==> src/hdl/timer_slot_next_fit_allocator_unit_assert.svh <==
`ifndef TIMER_SLOT_NEXT_FIT_ALLOCATOR_UNIT_ASSERT_SVH
`define TIMER_SLOT_NEXT_FIT_ALLOCATOR_UNIT_ASSERT_SVH

// same-cycle implication, clocked on clock, off during reset
`define TSNFA_ASSERT_NOW(label, cond, prop, msg) \
   label: assert property (@(posedge clock) disable iff (reset) (cond) |-> (prop)) \
      else $error(msg);

// next-cycle implication, clocked on clock, off during reset
`define TSNFA_ASSERT_NEXT(label, cond, prop, msg) \
   label: assert property (@(posedge clock) disable iff (reset) (cond) |=> (prop)) \
      else $error(msg);

`endif

==> src/hdl/tsnfa_pkg.sv <==
`timescale 1ns / 1ps

package tsnfa_pkg;

   localparam int SLOT_COUNT = 16;
   localparam int SLOT_W     = (SLOT_COUNT > 1) ? $clog2(SLOT_COUNT) : 1;
   localparam int CNT_W      = $clog2(SLOT_COUNT + 1);
   localparam int LANES      = (SLOT_COUNT < 4) ? SLOT_COUNT : 4;

   localparam int OP_W     = 2;
   localparam int IDX_W    = 6;
   localparam int DATA_W   = 32;
   localparam int STATUS_W = 3;

   typedef logic [OP_W-1:0]     op_type;
   typedef logic [STATUS_W-1:0] status_type;
   typedef logic [1:0]          emit_type;

   localparam op_type OP_INIT  = 2'd0;
   localparam op_type OP_ALLOC = 2'd1;
   localparam op_type OP_FREE  = 2'd2;
   localparam op_type OP_SHUT  = 2'd3;

   localparam status_type ST_OK        = 3'd0;
   localparam status_type ST_NOT_READY = 3'd1;
   localparam status_type ST_ALREADY   = 3'd2;
   localparam status_type ST_FULL      = 3'd3;
   localparam status_type ST_DOUBLE    = 3'd4;
   localparam status_type ST_NOT_FOUND = 3'd5;

   localparam emit_type EM_STATUS   = 2'd0;
   localparam emit_type EM_GRANT    = 2'd1;
   localparam emit_type EM_CALLBACK = 2'd2;

   typedef struct packed {
      logic       load;
      logic       init;
      logic       free_slot;
      logic       search_start;
      logic       search_step;
      logic       commit;
      logic       scan_start;
      logic       scan_step;
      logic       clear_ready;
      logic       emit;
      emit_type   emit_kind;
      status_type emit_status;
   } cmd_type;

   typedef struct packed {
      logic ready_flag;
      logic out_free;
      logic rel_bad_index;
      logic rel_slot_free;
      logic hit;
      logic exhausted;
      logic scan_busy;
      logic scan_end;
   } stat_type;

endpackage

==> src/hdl/tsnfa_datapath.sv <==
`timescale 1ns / 1ps

module tsnfa_datapath (
   input  logic                          clock,
   input  logic                          reset,
   input  tsnfa_pkg::cmd_type            cmd,
   output tsnfa_pkg::stat_type           stat,
   input  logic [tsnfa_pkg::IDX_W-1:0]   req_slot_index,
   input  logic [tsnfa_pkg::DATA_W-1:0]  req_handler_ref,
   input  logic [tsnfa_pkg::DATA_W-1:0]  req_handler_arg,
   output logic                          rsp_valid,
   input  logic                          rsp_ready,
   output tsnfa_pkg::status_type         rsp_status,
   output logic [tsnfa_pkg::IDX_W-1:0]   rsp_granted_slot,
   output logic                          rsp_is_callback,
   output logic [tsnfa_pkg::DATA_W-1:0]  rsp_callback_ref,
   output logic [tsnfa_pkg::DATA_W-1:0]  rsp_callback_arg,
   output logic                          rsp_last
);
   import tsnfa_pkg::*;

   logic                  ready_ff;
   logic [SLOT_W-1:0]     last_granted_ff;
   logic [SLOT_COUNT-1:0] busy_ff;
   logic [DATA_W-1:0]     handler_ff [SLOT_COUNT];
   logic [DATA_W-1:0]     handler_arg_ff [SLOT_COUNT];
   logic [DATA_W-1:0]     ref_hold_ff;
   logic [DATA_W-1:0]     arg_hold_ff;
   logic [SLOT_W-1:0]     cursor_ff;
   logic [CNT_W-1:0]      checked_ff;
   logic [SLOT_W-1:0]     scan_ff;

   logic                  rsp_valid_ff;
   status_type            rsp_status_ff, rsp_status_in;
   logic [IDX_W-1:0]      rsp_slot_ff, rsp_slot_in;
   logic                  rsp_cb_ff, rsp_cb_in;
   logic [DATA_W-1:0]     rsp_ref_ff, rsp_ref_in;
   logic [DATA_W-1:0]     rsp_arg_ff, rsp_arg_in;
   logic                  rsp_last_ff, rsp_last_in;

   logic [SLOT_W:0]       cand_sum;
   logic [SLOT_W-1:0]     cand;
   logic [SLOT_W-1:0]     last_cand;
   logic [SLOT_W-1:0]     hit_pos;
   logic                  hit;
   logic [CNT_W:0]        span;

   // next-fit window: up to LANES slots after the cursor
   always_comb begin
      hit       = 1'b0;
      hit_pos   = '0;
      cand_sum  = '0;
      cand      = '0;
      last_cand = '0;
      span      = '0;
      for (int k = 1; k <= LANES; k++) begin
         cand_sum = {1'b0, cursor_ff} + (SLOT_W + 1)'(k);
         if (cand_sum >= (SLOT_W + 1)'(SLOT_COUNT)) begin
            cand_sum = cand_sum - (SLOT_W + 1)'(SLOT_COUNT);
         end
         cand      = cand_sum[SLOT_W-1:0];
         last_cand = cand;
         span      = {1'b0, checked_ff} + (CNT_W + 1)'(k);
         if (!hit && (span <= (CNT_W + 1)'(SLOT_COUNT)) && !busy_ff[cand]) begin
            hit     = 1'b1;
            hit_pos = cand;
         end
      end
   end

   always_comb begin
      stat.ready_flag    = ready_ff;
      stat.out_free      = !rsp_valid_ff || rsp_ready;
      stat.rel_bad_index = req_slot_index >= IDX_W'(SLOT_COUNT);
      stat.rel_slot_free = !busy_ff[req_slot_index[SLOT_W-1:0]];
      stat.hit           = hit;
      stat.exhausted     = ({1'b0, checked_ff} + (CNT_W + 1)'(LANES))
                           >= (CNT_W + 1)'(SLOT_COUNT);
      stat.scan_busy     = busy_ff[scan_ff];
      stat.scan_end      = scan_ff == SLOT_W'(SLOT_COUNT - 1);
   end

   always_ff @(posedge clock) begin
      if (reset) begin
         ready_ff        <= 1'b0;
         last_granted_ff <= SLOT_W'(SLOT_COUNT - 1);
      end else begin
         if (cmd.init) begin
            ready_ff <= 1'b1;
         end else if (cmd.clear_ready) begin
            ready_ff <= 1'b0;
         end
         if (cmd.commit) begin
            last_granted_ff <= hit_pos;
         end
      end
   end

   always_ff @(posedge clock) begin
      if (cmd.init) begin
         busy_ff <= '0;
      end else if (cmd.commit) begin
         busy_ff[hit_pos] <= 1'b1;
      end else if (cmd.free_slot) begin
         busy_ff[req_slot_index[SLOT_W-1:0]] <= 1'b0;
      end
      if (cmd.commit) begin
         handler_ff[hit_pos]     <= ref_hold_ff;
         handler_arg_ff[hit_pos] <= arg_hold_ff;
      end
      if (cmd.load) begin
         ref_hold_ff <= req_handler_ref;
         arg_hold_ff <= req_handler_arg;
      end
      if (cmd.search_start) begin
         cursor_ff  <= last_granted_ff;
         checked_ff <= '0;
      end else if (cmd.search_step) begin
         cursor_ff  <= last_cand;
         checked_ff <= checked_ff + CNT_W'(LANES);
      end
      if (cmd.scan_start) begin
         scan_ff <= '0;
      end else if (cmd.scan_step) begin
         scan_ff <= scan_ff + SLOT_W'(1);
      end
   end

   always_comb begin
      rsp_status_in = cmd.emit_status;
      rsp_slot_in   = '0;
      rsp_cb_in     = 1'b0;
      rsp_ref_in    = '0;
      rsp_arg_in    = '0;
      rsp_last_in   = 1'b1;
      case (cmd.emit_kind)
         EM_GRANT: begin
            rsp_status_in = ST_OK;
            rsp_slot_in   = IDX_W'(hit_pos);
         end
         EM_CALLBACK: begin
            rsp_status_in = ST_OK;
            rsp_slot_in   = IDX_W'(scan_ff);
            rsp_cb_in     = 1'b1;
            rsp_ref_in    = handler_ff[scan_ff];
            rsp_arg_in    = handler_arg_ff[scan_ff];
            rsp_last_in   = 1'b0;
         end
         default: begin
            rsp_status_in = cmd.emit_status;
         end
      endcase
   end

   always_ff @(posedge clock) begin
      if (reset) begin
         rsp_valid_ff <= 1'b0;
      end else if (cmd.emit) begin
         rsp_valid_ff <= 1'b1;
      end else if (rsp_ready) begin
         rsp_valid_ff <= 1'b0;
      end
   end

   always_ff @(posedge clock) begin
      if (cmd.emit) begin
         rsp_status_ff <= rsp_status_in;
         rsp_slot_ff   <= rsp_slot_in;
         rsp_cb_ff     <= rsp_cb_in;
         rsp_ref_ff    <= rsp_ref_in;
         rsp_arg_ff    <= rsp_arg_in;
         rsp_last_ff   <= rsp_last_in;
      end
   end

   assign rsp_valid        = rsp_valid_ff;
   assign rsp_status       = rsp_status_ff;
   assign rsp_granted_slot = rsp_slot_ff;
   assign rsp_is_callback  = rsp_cb_ff;
   assign rsp_callback_ref = rsp_ref_ff;
   assign rsp_callback_arg = rsp_arg_ff;
   assign rsp_last         = rsp_last_ff;

endmodule

==> src/hdl/tsnfa_ctrl.sv <==
`timescale 1ns / 1ps

module tsnfa_ctrl (
   input  logic                 clock,
   input  logic                 reset,
   input  logic                 req_valid,
   input  tsnfa_pkg::op_type    req_operation,
   output logic                 req_ready,
   input  tsnfa_pkg::stat_type  stat,
   output tsnfa_pkg::cmd_type   cmd
);
   import tsnfa_pkg::*;

   localparam logic [1:0] S_IDLE   = 2'd0;
   localparam logic [1:0] S_SEARCH = 2'd1;
   localparam logic [1:0] S_SCAN   = 2'd2;
   localparam logic [1:0] S_CLOSE  = 2'd3;

   logic [1:0] state_ff, state_in;

   always_comb begin
      cmd       = '0;
      state_in  = state_ff;
      req_ready = 1'b0;
      case (state_ff)
         S_IDLE: begin
            req_ready = stat.out_free;
            if (req_valid && stat.out_free) begin
               cmd.emit_kind = EM_STATUS;
               if (req_operation == OP_INIT) begin
                  cmd.emit = 1'b1;
                  if (stat.ready_flag) begin
                     cmd.emit_status = ST_ALREADY;
                  end else begin
                     cmd.init        = 1'b1;
                     cmd.emit_status = ST_OK;
                  end
               end else if (!stat.ready_flag) begin
                  cmd.emit        = 1'b1;
                  cmd.emit_status = ST_NOT_READY;
               end else begin
                  case (req_operation)
                     OP_ALLOC: begin
                        cmd.load         = 1'b1;
                        cmd.search_start = 1'b1;
                        state_in         = S_SEARCH;
                     end
                     OP_FREE: begin
                        cmd.emit = 1'b1;
                        if (stat.rel_bad_index) begin
                           cmd.emit_status = ST_NOT_FOUND;
                        end else if (stat.rel_slot_free) begin
                           cmd.emit_status = ST_DOUBLE;
                        end else begin
                           cmd.free_slot   = 1'b1;
                           cmd.emit_status = ST_OK;
                        end
                     end
                     default: begin
                        cmd.scan_start = 1'b1;
                        state_in       = S_SCAN;
                     end
                  endcase
               end
            end
         end
         S_SEARCH: begin
            if (stat.hit) begin
               cmd.commit    = 1'b1;
               cmd.emit      = 1'b1;
               cmd.emit_kind = EM_GRANT;
               state_in      = S_IDLE;
            end else if (stat.exhausted) begin
               cmd.emit        = 1'b1;
               cmd.emit_kind   = EM_STATUS;
               cmd.emit_status = ST_FULL;
               state_in        = S_IDLE;
            end else begin
               cmd.search_step = 1'b1;
            end
         end
         S_SCAN: begin
            if (!stat.scan_busy || stat.out_free) begin
               if (stat.scan_busy) begin
                  cmd.emit      = 1'b1;
                  cmd.emit_kind = EM_CALLBACK;
               end
               if (stat.scan_end) begin
                  state_in = S_CLOSE;
               end else begin
                  cmd.scan_step = 1'b1;
               end
            end
         end
         S_CLOSE: begin
            if (stat.out_free) begin
               cmd.emit        = 1'b1;
               cmd.emit_kind   = EM_STATUS;
               cmd.emit_status = ST_OK;
               cmd.clear_ready = 1'b1;
               state_in        = S_IDLE;
            end
         end
         default: begin
            state_in = S_IDLE;
         end
      endcase
   end

   always_ff @(posedge clock) begin
      if (reset) begin
         state_ff <= S_IDLE;
      end else begin
         state_ff <= state_in;
      end
   end

`include "timer_slot_next_fit_allocator_unit_assert.svh"

   `TSNFA_ASSERT_NOW(a_search_out_empty, state_ff == S_SEARCH, stat.out_free, "search with result pending")
   `TSNFA_ASSERT_NOW(a_emit_room, cmd.emit, stat.out_free, "result emitted over a pending one")
   `TSNFA_ASSERT_NEXT(a_init_sets_ready, cmd.init, stat.ready_flag, "init did not set ready")
   `TSNFA_ASSERT_NEXT(a_shut_clears_ready, cmd.clear_ready, !stat.ready_flag, "ready not cleared")

endmodule

==> src/hdl/timer_slot_next_fit_allocator_unit.sv <==
`timescale 1ns / 1ps

// Next-fit allocator over a table of SLOT_COUNT timer slots (init, allocate, release,
// shutdown). For init, release and every error reply but the full reply of allocate,
// the item is accepted and its result is registered at the same edge. Allocate searches
// from the slot after the last granted one, and the search unit checks four slots per
// cycle. Shutdown walks the table one slot per cycle, stalling while a callback result
// waits to be taken. A new item is accepted once the block is back in its idle state
// and the output register is empty or being read.
module timer_slot_next_fit_allocator_unit (
   input  logic                          clock,
   input  logic                          reset,
   input  logic                          req_valid,
   output logic                          req_ready,
   input  tsnfa_pkg::op_type             req_operation,
   input  logic [tsnfa_pkg::IDX_W-1:0]   req_slot_index,
   input  logic [tsnfa_pkg::DATA_W-1:0]  req_handler_ref,
   input  logic [tsnfa_pkg::DATA_W-1:0]  req_handler_arg,
   output logic                          rsp_valid,
   input  logic                          rsp_ready,
   output tsnfa_pkg::status_type         rsp_status,
   output logic [tsnfa_pkg::IDX_W-1:0]   rsp_granted_slot,
   output logic                          rsp_is_callback,
   output logic [tsnfa_pkg::DATA_W-1:0]  rsp_callback_ref,
   output logic [tsnfa_pkg::DATA_W-1:0]  rsp_callback_arg,
   output logic                          rsp_last
);
   import tsnfa_pkg::*;

   cmd_type  cmd;
   stat_type stat;

   tsnfa_ctrl u_ctrl (
      .clock         (clock),
      .reset         (reset),
      .req_valid     (req_valid),
      .req_operation (req_operation),
      .req_ready     (req_ready),
      .stat          (stat),
      .cmd           (cmd)
   );

   tsnfa_datapath u_datapath (
      .clock            (clock),
      .reset            (reset),
      .cmd              (cmd),
      .stat             (stat),
      .req_slot_index   (req_slot_index),
      .req_handler_ref  (req_handler_ref),
      .req_handler_arg  (req_handler_arg),
      .rsp_valid        (rsp_valid),
      .rsp_ready        (rsp_ready),
      .rsp_status       (rsp_status),
      .rsp_granted_slot (rsp_granted_slot),
      .rsp_is_callback  (rsp_is_callback),
      .rsp_callback_ref (rsp_callback_ref),
      .rsp_callback_arg (rsp_callback_arg),
      .rsp_last         (rsp_last)
   );

endmodule
==> config.mk <==
export PLATFORM = sky130hd
export DESIGN_NAME = timer_slot_next_fit_allocator_unit
export DESIGN_NICKNAME = d
export VERILOG_FILES = /design/src/hdl/tsnfa_pkg.sv /design/src/hdl/tsnfa_datapath.sv /design/src/hdl/tsnfa_ctrl.sv /design/src/hdl/timer_slot_next_fit_allocator_unit.sv
export VERILOG_INCLUDE_DIRS = /design/src /design/src/hdl
export SDC_FILE = /design/constraint.sdc
export NUM_CORES = 1
export LEC_CHECK = 0
export ABC_CLOCK_PERIOD_IN_PS = 9100
export BUFFER_PORTS_ARGS = -buffer_cell sky130_fd_sc_hd__buf_2
export CAP_MARGIN = 40
export CORE_ASPECT_RATIO = 0.6
export CORE_MARGIN = 2
export CORE_UTILIZATION = 50
export CTS_CLUSTER_SIZE = 40
export DETAILED_ROUTE_END_ITERATION = 6
export PLACE_DENSITY = 0.63
export SETUP_SLACK_MARGIN = 0.5
export SYNTH_ARGS = -nofsm -noshare
export SYNTH_HDL_FRONTEND = slang
export SYNTH_HIERARCHICAL = 1
export SYNTH_SLANG_ARGS = --single-unit
==> constraint.sdc <==
create_clock -name clock -period 9.1 [get_ports clock]
set_clock_uncertainty 0.15 [all_clocks]
set_input_delay 0.91 -clock clock [delete_from_list [all_inputs] [get_ports clock]]
set_output_delay 0.91 -clock clock [all_outputs]
set_load 0.05 [all_outputs]
==> summary.md, run 1 <==
| Metric | Value |
|---|---|
| Outcome | `complete, no violations` |
| Fraction of registers with async set/reset | `0%` |
| Number of fill cells | `6650` |
| Design Area, Final | `between 50000 and 60000 um2` |
| DRT iter0 DRCs | `approximately 2300` |
| First-pass GRT wire length | `148000 um` |
| Syn Std Cell Area | `approximately 46000 um2` |
| Drt wl/cell | `between 20 and 30 um` |
| Tightest Pin Transition | `about 1.0 ns` |
| Hold buffer count at CTS | `0` |
| Critical path launch point type | `flop` |
| CP arrival | `6.54 ns` |
| Grt total ovfl | `0` |
| Total Wirelength | `99500 um` |
| FF-to-FF Start | `u_datapath/cursor_ff[0]` |
| Max cap viols | `0` |
| Fin crit period | `between 6 and 7 ns` |
| Worst min-delay path class | `in2reg` |
| DRC viols | `0` |
| Vias in the first global route | `around 21000` |
| EDFF count, synth | `between 1000 and 1500` |
| Fin Setup TNS | `0 ns` |
| Final Hold Fails | `0` |
| Via count | `21100` |
| Clock sinks | `1196` |
| Synth cell types | `between 60 and 70` |
| Port bufs | `150` |
| GRT met2 Usage | `a little under a third` |
| Post-synthesis cell count | `1974` |
| Crit Path Category | `reg2reg` |
| CTS buffer count | `approximately 110` |
| Cts repair resizes | `0` |
| Peak VDD IR | `0.000208 V` |
| Layout cell share with drive strength beyond 1 | `32.3%` |
| Largest net degree at the start of global routing | `152` |
| Die Height | `around 240 um` |
| # nets final | `2267` |
| Area grow syn2layout | `13.1%` |
| Worst reg2reg path depth | `13` |
| Deepest clock path buffer count | `3` |
| Initial Util | `roughly 50%` |
| Placed Area | `just under 50000 um2` |
| CP required | `9.27 ns` |
| Dpl hpwl | `just under 60000 um` |
| Synth Register Bits | `around 1200` |
| Headroom to the max-slew limit | `~31%` |
| Setup bufs post-CTS | `0` |
| Chip width | `roughly 400 um` |
| Antenna violations before repair | `4` |
| CP endpoint | `u_datapath/handler_ff[12][23]` |
| Num rows | `86` |
| Max frequency | `0.157 GHz` |
| CP endpoint kind | `flop` |
| Routed vias/inst | `between 6 and 7` |
| Die outline area | `roughly 94000 um2` |
| Io pins | `around 150` |
| RSZ-0062 raised after global routing | `false` |
| Min Hold Slack | `0.236 ns` |
| Critical Path Fanout Max | `33` |
| Core area | `~91000 um2` |
| Clk Tree Root Cell | `clkbuf_16` |
| Final setup violation count | `0` |
| Met3 usage | `~4.3%` |
| Most frequent cells in the layout | `edfxtp_1 (1165), mux4_2 (342), buf_2 (150)` |
| Avg Cell Area, Syn | `roughly 23 um2` |
| Met1 Usage GRT | `a little over a third` |
| CP startpoint | `u_datapath/cursor_ff[0]` |
| Worst r2r dst | `u_datapath/handler_ff[12][23]` |
| Commonest non-fill, non-tap cell in the layout | `edfxtp_1` |
| PwrDens | `between 200 and 250 nW/um2` |
| Yosys Warn Count | `6` |
| Clock latency on the worst-skew pair | `0.69 ns` |
| Worst-path clk slew | `0.07 ns` |
| Antenna Violating Nets Remaining | `0` |
| H-tree levels | `3` |
| Final period util | `between 70% and 80%` |
| Final Wtd Congestion | `about 0.85` |
| Detailed Routing Iterations Pass 1 | `6` |
| Most Crowded Layer GR | `met1` |
| Top_reg_cell synth | `edfxtp_1` |
| GRT Overall Usage | `approximately 22%` |
| Static leakage | `roughly 16 nW` |
| Sequential-to-total area share from yosys stat | `between 70% and 80%` |
| Slew Viols, Final | `0` |
| R2R Setup Slk | `around 2.7 ns` |
| TritonCTS clock tree | `yes` |
## report_power, final
part / switching [W] / leakage, nW / total, W / internal [W]
clock: 0.00196 / 1.65 / 0.00437 / 0.00241
combinational: 0.000974 / 3.76 / 0.00201 / 0.00103
sequential: 0.0000564 / 10.8 / 0.00606 / 0.00600
## logic make-up (layout without fill, tap and decap cells)
group | after synthesis | count (layout) | share of synthesized area [%]
fa+ha+maj | 11 | 11 | 0.299
flops | 1196 | 1196 | 77.5
compound gates | 88 | 88 | 1.39
simple gates | 181 | 181 | 2.19
mux | 362 | 362 | 17.3
xor+xnor | 11 | 11 | 0.250
buf+inv | 124 | 416 | 1.15
other cells | 1 | 3 | 0.00816
## cells in the mapped netlist, types with 6 or more instances
cell type     n  area, um2
buf_4         9       67.6
ha_1         11        138
or3_1         6       37.5
o21ai_0      20        100
nand3_1       8       40.0
or2_2         6       37.5
o211ai_1      6       45.0
mux2i_1      17        170
o22ai_1      18        113
dfxtp_1      31        621
inv_1        18       67.6
and2_1       75        469
nand2_1      16       60.1
xnor2_1       7       61.3
buf_1        23       86.3
clkbuf_1     66        248
mux4_2      342       7700
nor2_1       46        173
edfxtp_1   1165      35000
## metal layers
| metal | routed length (um) | part of all wire, % |
|---|---|---|
| met1 | 46300 | 47 |
| met2 | 44000 | 44 |
| met3 | 7560 | 7.6 |
| met4 | 1610 | 1.6 |
| met5 | 0 | 0 |
## state kept, by name, summed over array words and instances (netlist names), 16 cells and up
signal and count:
u_datapath/handler_arg_ff 512, u_datapath/arg_hold_ff 32, u_datapath/ref_hold_ff 32, u_datapath/rsp_callback_arg 32, u_datapath/busy_ff 16, u_datapath/handler_ff 512
u_datapath/rsp_callback_ref 32
## critical path: stages, from the launching register on
cell,delay (ns)
edfxtp_1,0.88
inv_2,0.20
ha_1,0.57
mux4_2,0.53
nor2b_1,0.14
a211o_1,0.36
and2_1,0.24
o211ai_1,0.31
nor3b_1,0.26
buf_4,0.22
inv_1,0.11
or3_1,0.63
nor2_4,0.69
buf_4,0.64
## metrics by stage
stage | total power, W | cells | setup WS [ns] | util (%)
after detailed placement | 0.00823 | 3304 | 2.69 | 53.2
final | 0.0124 | 3500 | 2.73 | 56.8
after global placement | 0.00819 | 3292 | 2.74 | 52.9
after global routing | 0.0129 | 3499 | 2.29 | 56.8
after floorplan | 0.00767 | 1975 | 2.21 | -
after CTS | 0.0126 | 3499 | 2.67 | 56.8
## how the worst min path moves through the flow
stage	depth (start not counted)	start	to	slack, ns
5_1_grt	1	req_handler_ref[20]	u_datapath/ref_hold_ff[20]	0.19
3_3_place_gp	2	u_datapath/checked_ff[3]	u_datapath/checked_ff[3]	0.35
3_5_place_dp	2	u_datapath/last_granted_ff[3]	u_datapath/last_granted_ff[3]	0.34
6_report	1	req_handler_ref[27]	u_datapath/ref_hold_ff[27]	0.24
2_1_floorplan	2	u_datapath/last_granted_ff[1]	u_datapath/last_granted_ff[1]	0.31
4_1_cts	1	req_handler_ref[27]	u_datapath/ref_hold_ff[27]	0.18
## cell type report
cell class / count / area (um2) / share of cell area [%]
flip-flops and latches: 1196 / 35600 / 68.5
well taps: 1232 / 1540 / 2.97
clock inverters: 70 / 589 / 1.13
repair buffers: 202 / 1410 / 2.72
diodes: 1 / 2.50 / 0.00481
multi-input cells: 655 / 9970 / 19.2
clock buffers: 125 / 2770 / 5.32
inverters: 19 / 71.3 / 0.137
(Power assumes the default switching activity.)
==> inputs of run 2 (changes only) <==
Settings changed: ABC_CLOCK_PERIOD_IN_PS 9100 to 5750, PLACE_DENSITY 0.63 to 0.66.
Clock period 9.1 ns to 5.75 ns, I/O delays scaled along.
==> run 2 against run 1 <==
Global-route usage fell by 0.33 points. Sequential power rose by 59%. Clock-buffer cell count rose by 6. Critical path type unchanged. Core utilization rose by 0.81 points. Largest power group unchanged. Critical path depth did not move. Non-clock buffer count rose by 69. Highest routed layer unchanged. Flip-flop and latch count did not move. Sequential share of layout area fell by 0.97 points.
==> summary.md, run 2 (same netlist as run 1, synthesis figures left out) <==
| Metric | Value |
|---|---|
| Outcome | `complete, no violations` |
| M1 wire length | `44300 um (-4.4%)` |
| Critical path launch point type | `flop` |
| First-pass GRT wire length | `146000 um (-1.1%)` |
| Clk Tree Root Cell | `clkbuf_16` |
| Die Height | `239 um (unchanged)` |
| Antenna violations before repair | `1 (-3)` |
| RSZ-0062 raised after global routing | `false` |
| Chip width | `395 um (unchanged)` |
| Via count | `21500 (+2.3%)` |
| H-tree levels | `3 (unchanged)` |
| Hold Path Depth | `2 (+1)` |
| Static leakage | `16.5 nW (+1.8%)` |
| TritonCTS clock tree | `yes` |
| Most frequent cells in the layout | `edfxtp_1 (1165), mux4_2 (342), buf_2 (150)` |
| CP endpoint kind | `flop` |
| Clock sinks | `1196 (unchanged)` |
| Num rows | `86 (unchanged)` |
| R2R Setup Slk | `0.75 ns (-1.97 ns)` |
| Core area | `91500 um2 (unchanged)` |
| Final setup violation count | `0 (unchanged)` |
| WL met3 | `8020 um (+6.1%)` |
| Vias in the first global route | `21700 (+1.1%)` |
| Worst-path clk slew | `0.07 ns (about the same)` |
| Routed vias/inst | `6.04 (+0.44%)` |
| CP arrival | `5.18 ns (-1.36 ns)` |
| Highest Signal Layer | `met4` |
| PwrDens | `375 nW/um2 (+57%)` |
| FF-to-FF Start | `u_datapath/cursor_ff[1]` |
| Fin Setup TNS | `0 ns (unchanged)` |
| Die outline area | `94500 um2 (unchanged)` |
| DRT iter0 DRCs | `2362 (+3.6%)` |
| Grt total ovfl | `0 (unchanged)` |
| Commonest non-fill, non-tap cell in the layout | `edfxtp_1` |
| CTS buffer count | `106 (unchanged)` |
| Dpl hpwl | `54500 um (-5.4%)` |
| Area grow syn2layout | `14.7%` |
| Critical Path Fanout Max | `38 (+15%)` |
| Initial Util | `50.3% (unchanged)` |
| Biggest registers after layout | `u_datapath/handler_arg_ff (512), u_datapath/handler_ff (512)` |
| Io pins | `153 (unchanged)` |
| Port bufs | `150 (unchanged)` |
| Tightest Pin Transition | `1.17 ns (+0.126 ns)` |
| GRT Overall Usage | `21.2% (-0.33 points)` |
| Detailed Routing Iterations Pass 1 | `5 (-1)` |
| Final period util | `86.9% (+17 points)` |
| Worst min-delay path class | `in2reg` |
| Max frequency | `0.200 GHz (+28%)` |
| Fin crit period | `5.00 ns (-1.38 ns)` |
| Hold Startpoint | `reset` |
| Total Wirelength | `99100 um (-0.46%)` |
| Ant diodes | `0 (-1)` |
| Final Wtd Congestion | `0.868 (+2.0%)` |
| Antenna Violating Nets Remaining | `0 (unchanged)` |
| CP required | `5.93 ns (-3.34 ns)` |
| Drt wl/cell | `27.8 um (-2.2%)` |
| Layout cell share with drive strength beyond 1 | `31.7% (-0.56 points)` |
| Largest net degree at the start of global routing | `166 (+9.2%)` |
| Slew Viols, Final | `0 (unchanged)` |
| Peak VDD IR | `0.000346 V (+67%)` |
| Max cap viols | `0 (unchanged)` |
| Deepest clock path buffer count | `3 (unchanged)` |
| Worst r2r dst | `u_datapath/handler_arg_ff[2][14]` |
| Final Hold Fails | `0 (unchanged)` |
| Worst reg2reg path depth | `13 (unchanged)` |
| # nets final | `2336 (+3.0%)` |
| Met2 wire length | `45100 um (+2.4%)` |
| Clock latency on the worst-skew pair | `0.71 ns (+0.02 ns)` |
| DRC viols | `0 (unchanged)` |
| Hold Path End | `u_datapath/rsp_valid` |
| Fin util | `57.6% (+0.81 points)` |
| Headroom to the max-slew limit | `22.3% (-8.4 points)` |
| Power Total | `0.0197 W (+59%)` |
| Crit Path Category | `reg2reg` |
-- run 2: cell types whose count changed in the layout (fill, tap and decap cells not counted), moves of 3 or more --
| cell | delta |
|---|---|
| buf_12 | +10 |
| buf_16 | -6 |
| bufinv_16 | +3 |
| clkbuf_1 | +8 |
| clkinv_1 | -12 |
| dlygate4sd3_1 | +64 |
| inv_6 | -3 |
-- run 2: final cells by class --
class	count	area [um2]
timing repair buffer	271	2100
clock buffer	131	2750
tap	1232	1540
fill	6517	38700
sequential	1196	35600
inverter	19	71.3
clock inverter	60	643
multi-input combinational	655	10000
-- run 2: how the worst max path moves through the flow --
stage	depth (start not counted)	start	end	slack, ns
after floorplan	16	u_datapath/cursor_ff[1]	u_datapath/handler_arg_ff[5][0]	-0.06
after global placement	12	u_datapath/cursor_ff[1]	u_datapath/handler_ff[9][4]	0.62
after detailed placement	12	u_datapath/cursor_ff[1]	u_datapath/handler_ff[9][11]	0.49
after CTS	12	u_datapath/cursor_ff[1]	u_datapath/handler_arg_ff[8][30]	0.51
after global routing	13	u_datapath/cursor_ff[1]	u_datapath/handler_arg_ff[2][20]	0.46
final	13	u_datapath/cursor_ff[1]	u_datapath/handler_arg_ff[2][14]	0.75
-- run 2: routing by layer --
layer / vias up / GRT usage (%)
met5: - / 0
met4: 0 / 4.80
met3: 143 / 4.10
met2: 937 / 31.4
met1: 11500 / 33.1
li1: 8903 / -
-- run 2: critical path: stages (launching register included) --
cell	delay (ns)
edfxtp_1	0.50
inv_1	0.21
ha_2	0.49
mux4_2	0.54
nor2b_1	0.15
a211o_1	0.35
and2_1	0.24
o211ai_1	0.35
nor3b_1	0.33
buf_4	0.23
nand3_1	0.11
buf_4	0.22
nor2_4	0.12
buf_4	0.59
-- run 2: report_power, final --
part           switching [W]  total [W]  internal (W)
registers           0.000159    0.00966       0.00950
logic                0.00145    0.00308       0.00163
clock network        0.00311    0.00701       0.00390
total                0.00472     0.0197        0.0150
-- run 2: per-stage QoR --
step / hold slack, ns / worst slack, ns / instance area (um2) / cells
floorplan: 0.305 / -0.0583 / 46000 / 1975
global placement: 0.336 / 0.617 / 48600 / 3301
detailed placement: 0.332 / 0.487 / 48700 / 3306
CTS: 0.0111 / 0.512 / 52700 / 3561
global route: 0.0733 / 0.456 / 52700 / 3564
finish: 0.0609 / 0.755 / 52700 / 3564
-- run 2: what timing repair did --
item                                   4_1_cts  5_1_grt
setup endpoints to repair                   48      861
pin swaps                                    0        1
endpoints found under the hold margin       64        0
cloned                                       0        0
setup buffers                                0        2
resized for setup                            1        3
hold buffers                                64        0
==> inputs of run 3 (changes only) <==
Settings changed: REMOVE_ABC_BUFFERS set to 1.
==> run 3 against run 2 <==
Flip-flop and latch count did not move. Maximum frequency rose by 1.9%. Global-route usage rose by 0.43 points. Clock power fell by 2%. Setup slack improved by 0.092 ns. Worst hold slack improved by 0.097 ns. Die area did not move. Largest power group unchanged. Combinational power rose by 6.5%. The run now ends with design-rule violations left. Sequential power fell by 0.8%. Routed wire length rose by 1.4%. Register-to-register slack improved by 0.09 ns. Highest routed layer unchanged.
==> summary.md, run 3 (same netlist as run 1, synthesis figures left out) <==
| Metric | Value |
|---|---|
| Critical path launch point type | `flop` |
| Crit-path most repeated cell | `inv_1` |
| Port bufs | `150 (unchanged)` |
| Antenna Violating Nets Remaining | `0 (unchanged)` |
| Worst path max stage delay | `0.52 ns (-0.07 ns)` |
| FF-to-FF Start | `u_datapath/cursor_ff[1]` |
| Commonest non-fill, non-tap cell in the layout | `edfxtp_1` |
| Antenna violations before repair | `5 (+4)` |
| RSZ-0062 raised after global routing | `false` |
| Slew Viols, Final | `0 (unchanged)` |
| Drt wl/cell | `28.1 um (+1.1%)` |
| CP Cell Sequence | `inv_1, ha_2, mux4_2, nor2b_1, a211o_1, and2_1, o211ai_1, nor3b_1, inv_1, or3_4, nor2_4, bufbuf_16` |
| CP delay by family, top | `simple AND/OR/NAND/NOR gates` |
| Number of fill cells | `6530 (+0.20%)` |
| Headroom to the max-slew limit | `32.2% (+9.9 points)` |
| First-pass GRT wire length | `148000 um (+1.5%)` |
| Final Wtd Congestion | `0.821 (-5.4%)` |
| DRC viols | `1 (+1)` |
| Max cap viols | `0 (unchanged)` |
| Peak VDD IR | `0.000288 V (-17%)` |
| Worst-path clk slew | `0.07 ns (about the same)` |
| Clock sinks | `1196 (unchanged)` |
| Fin crit period | `4.90 ns (-0.0922 ns)` |
| Pre-CTS WS | `0.176 ns (-0.311 ns)` |
| Vias in the first global route | `21900 (+0.93%)` |
| Die outline area | `94500 um2 (unchanged)` |
| Biggest registers after layout | `u_datapath/handler_arg_ff (512), u_datapath/handler_ff (512)` |
| Final period util | `85.3% (-1.6 points)` |
| Critical Path Fanout Max | `32 (-16%)` |
| Detailed Routing Iterations Pass 1 | `7 (+2)` |
| Most frequent cells in the layout | `edfxtp_1 (1165), mux4_2 (342), buf_2 (150)` |
| Placed cells | `3310 (+0.12%)` |
| Final Hold Fails | `0 (unchanged)` |
| Final setup violation count | `0 (unchanged)` |
| DRT iter0 DRCs | `2195 (-7.1%)` |
| Min setup slack post-route | `0.847 ns (+0.0922 ns)` |
| GRT Overall Usage | `21.6% (+0.43 points)` |
| Dpl hpwl | `56700 um (+4.1%)` |
| Clock latency on the worst-skew pair | `0.69 ns (-0.02 ns)` |
| Clk Tree Root Cell | `clkbuf_16` |
| CTS buffer count | `106 (unchanged)` |
| Initial Util | `50.3% (unchanged)` |
| Layout cell share with drive strength beyond 1 | `31.8% (+0.076 points)` |
| Register area | `35600 um2 (unchanged)` |
| Via count | `21400 (-0.65%)` |
| Grt total ovfl | `0 (unchanged)` |
| # nets final | `2344 (+0.34%)` |
| Static leakage | `16.6 nW (+0.47%)` |
| Chip width | `395 um (unchanged)` |
| PwrDens | `373 nW/um2 (-0.36%)` |
| Largest net degree at the start of global routing | `153 (-7.8%)` |
| Die Height | `239 um (unchanged)` |
| Num rows | `86 (unchanged)` |
| Hold Path End | `u_ctrl/state_ff[1]` |
| Total Wirelength | `100000 um (+1.4%)` |
| Routed vias/inst | `5.98 (-0.92%)` |
| Core area | `91500 um2 (unchanged)` |
| Hold Path Depth | `3 (+1)` |
| Worst reg2reg path depth | `12 (-1)` |
| Hold Startpoint | `req_operation[0]` |
| Tightest Pin Transition | `1.02 ns (-0.148 ns)` |
| Failing checks | `design-rule violations` |
| R2R Setup Slk | `0.85 ns (+0.09 ns)` |
| Area grow syn2layout | `15.2%` |
| Io pins | `153 (unchanged)` |
| Max frequency | `0.204 GHz (+1.9%)` |
| Finished Layout Cells | `3574 (+0.28%)` |
| H-tree levels | `3 (unchanged)` |
| CP arrival | `5.11 ns (-0.07 ns)` |
| CP required | `5.96 ns (+0.03 ns)` |
| Worst r2r dst | `u_datapath/handler_arg_ff[12][25]` |
| WP buf/inv | `3 (-1)` |
| Deepest clock path buffer count | `3 (unchanged)` |
| Worst min-delay path class | `in2reg` |
| TritonCTS clock tree | `yes` |
| CP endpoint kind | `flop` |
| Multi-input logic area | `9990 um2 (about the same)` |
| Outcome | `finished, violations left` |
| Crit Path Category | `reg2reg` |
| Slowest cell on the critical path | `mux4_2` |
==> run 3: changes by cell type in the layout (fill, tap and decap cells not counted), sizes merged <==
cell         previous run  this run
clkbuf                132       131
buf                   206       213
clkinvlp                2         4
diode                   0         3
clkinv                 43        40
inv                    23        25
dlygate4sd3            64        65
bufinv                 11         9
bufbuf                  0         1
==> run 3: worst max path at each step <==
stage | from | endpoint | cells after the start
final | u_datapath/cursor_ff[1] | u_datapath/handler_arg_ff[12][25] | 12
after global routing | u_datapath/cursor_ff[1] | u_datapath/handler_arg_ff[12][18] | 12
after CTS | u_datapath/cursor_ff[1] | u_datapath/handler_ff[12][0] | 12
after detailed placement | u_datapath/cursor_ff[1] | u_datapath/handler_ff[5][10] | 12
after global placement | u_datapath/cursor_ff[1] | u_datapath/handler_ff[5][26] | 12
after floorplan | u_datapath/scan_ff[0] | u_datapath/rsp_callback_arg[0] | 4
==> run 3: worst min-delay path, cell delays in order <==
cell and delay [ns]:
buf_2 0.09, ha_1 0.20, o31ai_2 0.08
==> run 3: through the flow <==
| stage | setup TNS, ns | hold slack (ns) | utilization [%] | power, W | cell area, um2 |
|---|---|---|---|---|---|
| global route | 0 | 0.139 | 57.9 | 0.0205 | 52900 |
| CTS | 0 | 0.109 | 57.8 | 0.0200 | 52900 |
| detailed placement | 0 | 0.335 | 53.4 | 0.0131 | 48800 |
| floorplan | -2998.04 | 0.305 | - | 0.0124 | 45500 |
| finish | 0 | 0.158 | 57.9 | 0.0198 | 53000 |
| global placement | 0 | 0.322 | 53.1 | 0.0130 | 48600 |
==> run 3: cell type report <==
| cell class | count | area share (%) |
|---|---|---|
| well taps | 1232 | 2.91 |
| clock inverters | 59 | 1.06 |
| inverters | 19 | 0.135 |
| repair buffers | 279 | 4.48 |
| multi-input cells | 655 | 18.9 |
| diodes | 3 | 0.0142 |
| flip-flops and latches | 1196 | 67.3 |
| clock buffers | 131 | 5.26 |
==> run 3: per-layer routing <==
layer	wire [um]	vias up	GRT usage (%)
met5	0	-	0
met4	2010	0	5.65
met3	8060	144	4.61
met2	46500	842	32.6
met1	43900	11500	32.6
li1	-	8937	-
==> run 3: power breakdown <==
group	switching (W)	total [W]	internal, W
Combinational	0.00159	0.00328	0.00169
Clock	0.00305	0.00690	0.00385
Sequential	0.0000862	0.00958	0.00950
==> run 3: timing repair <==
| item | in CTS | in global routing |
|---|---|---|
| gates resized for setup | 5 | 0 |
| endpoints found under the hold margin | 65 | 0 |
| setup endpoints to repair | 479 | 661 |
| pin swaps | 1 | 2 |
| setup buffers | 2 | 2 |
| cloned | 1 | 0 |
| hold buffers | 65 | 0 |
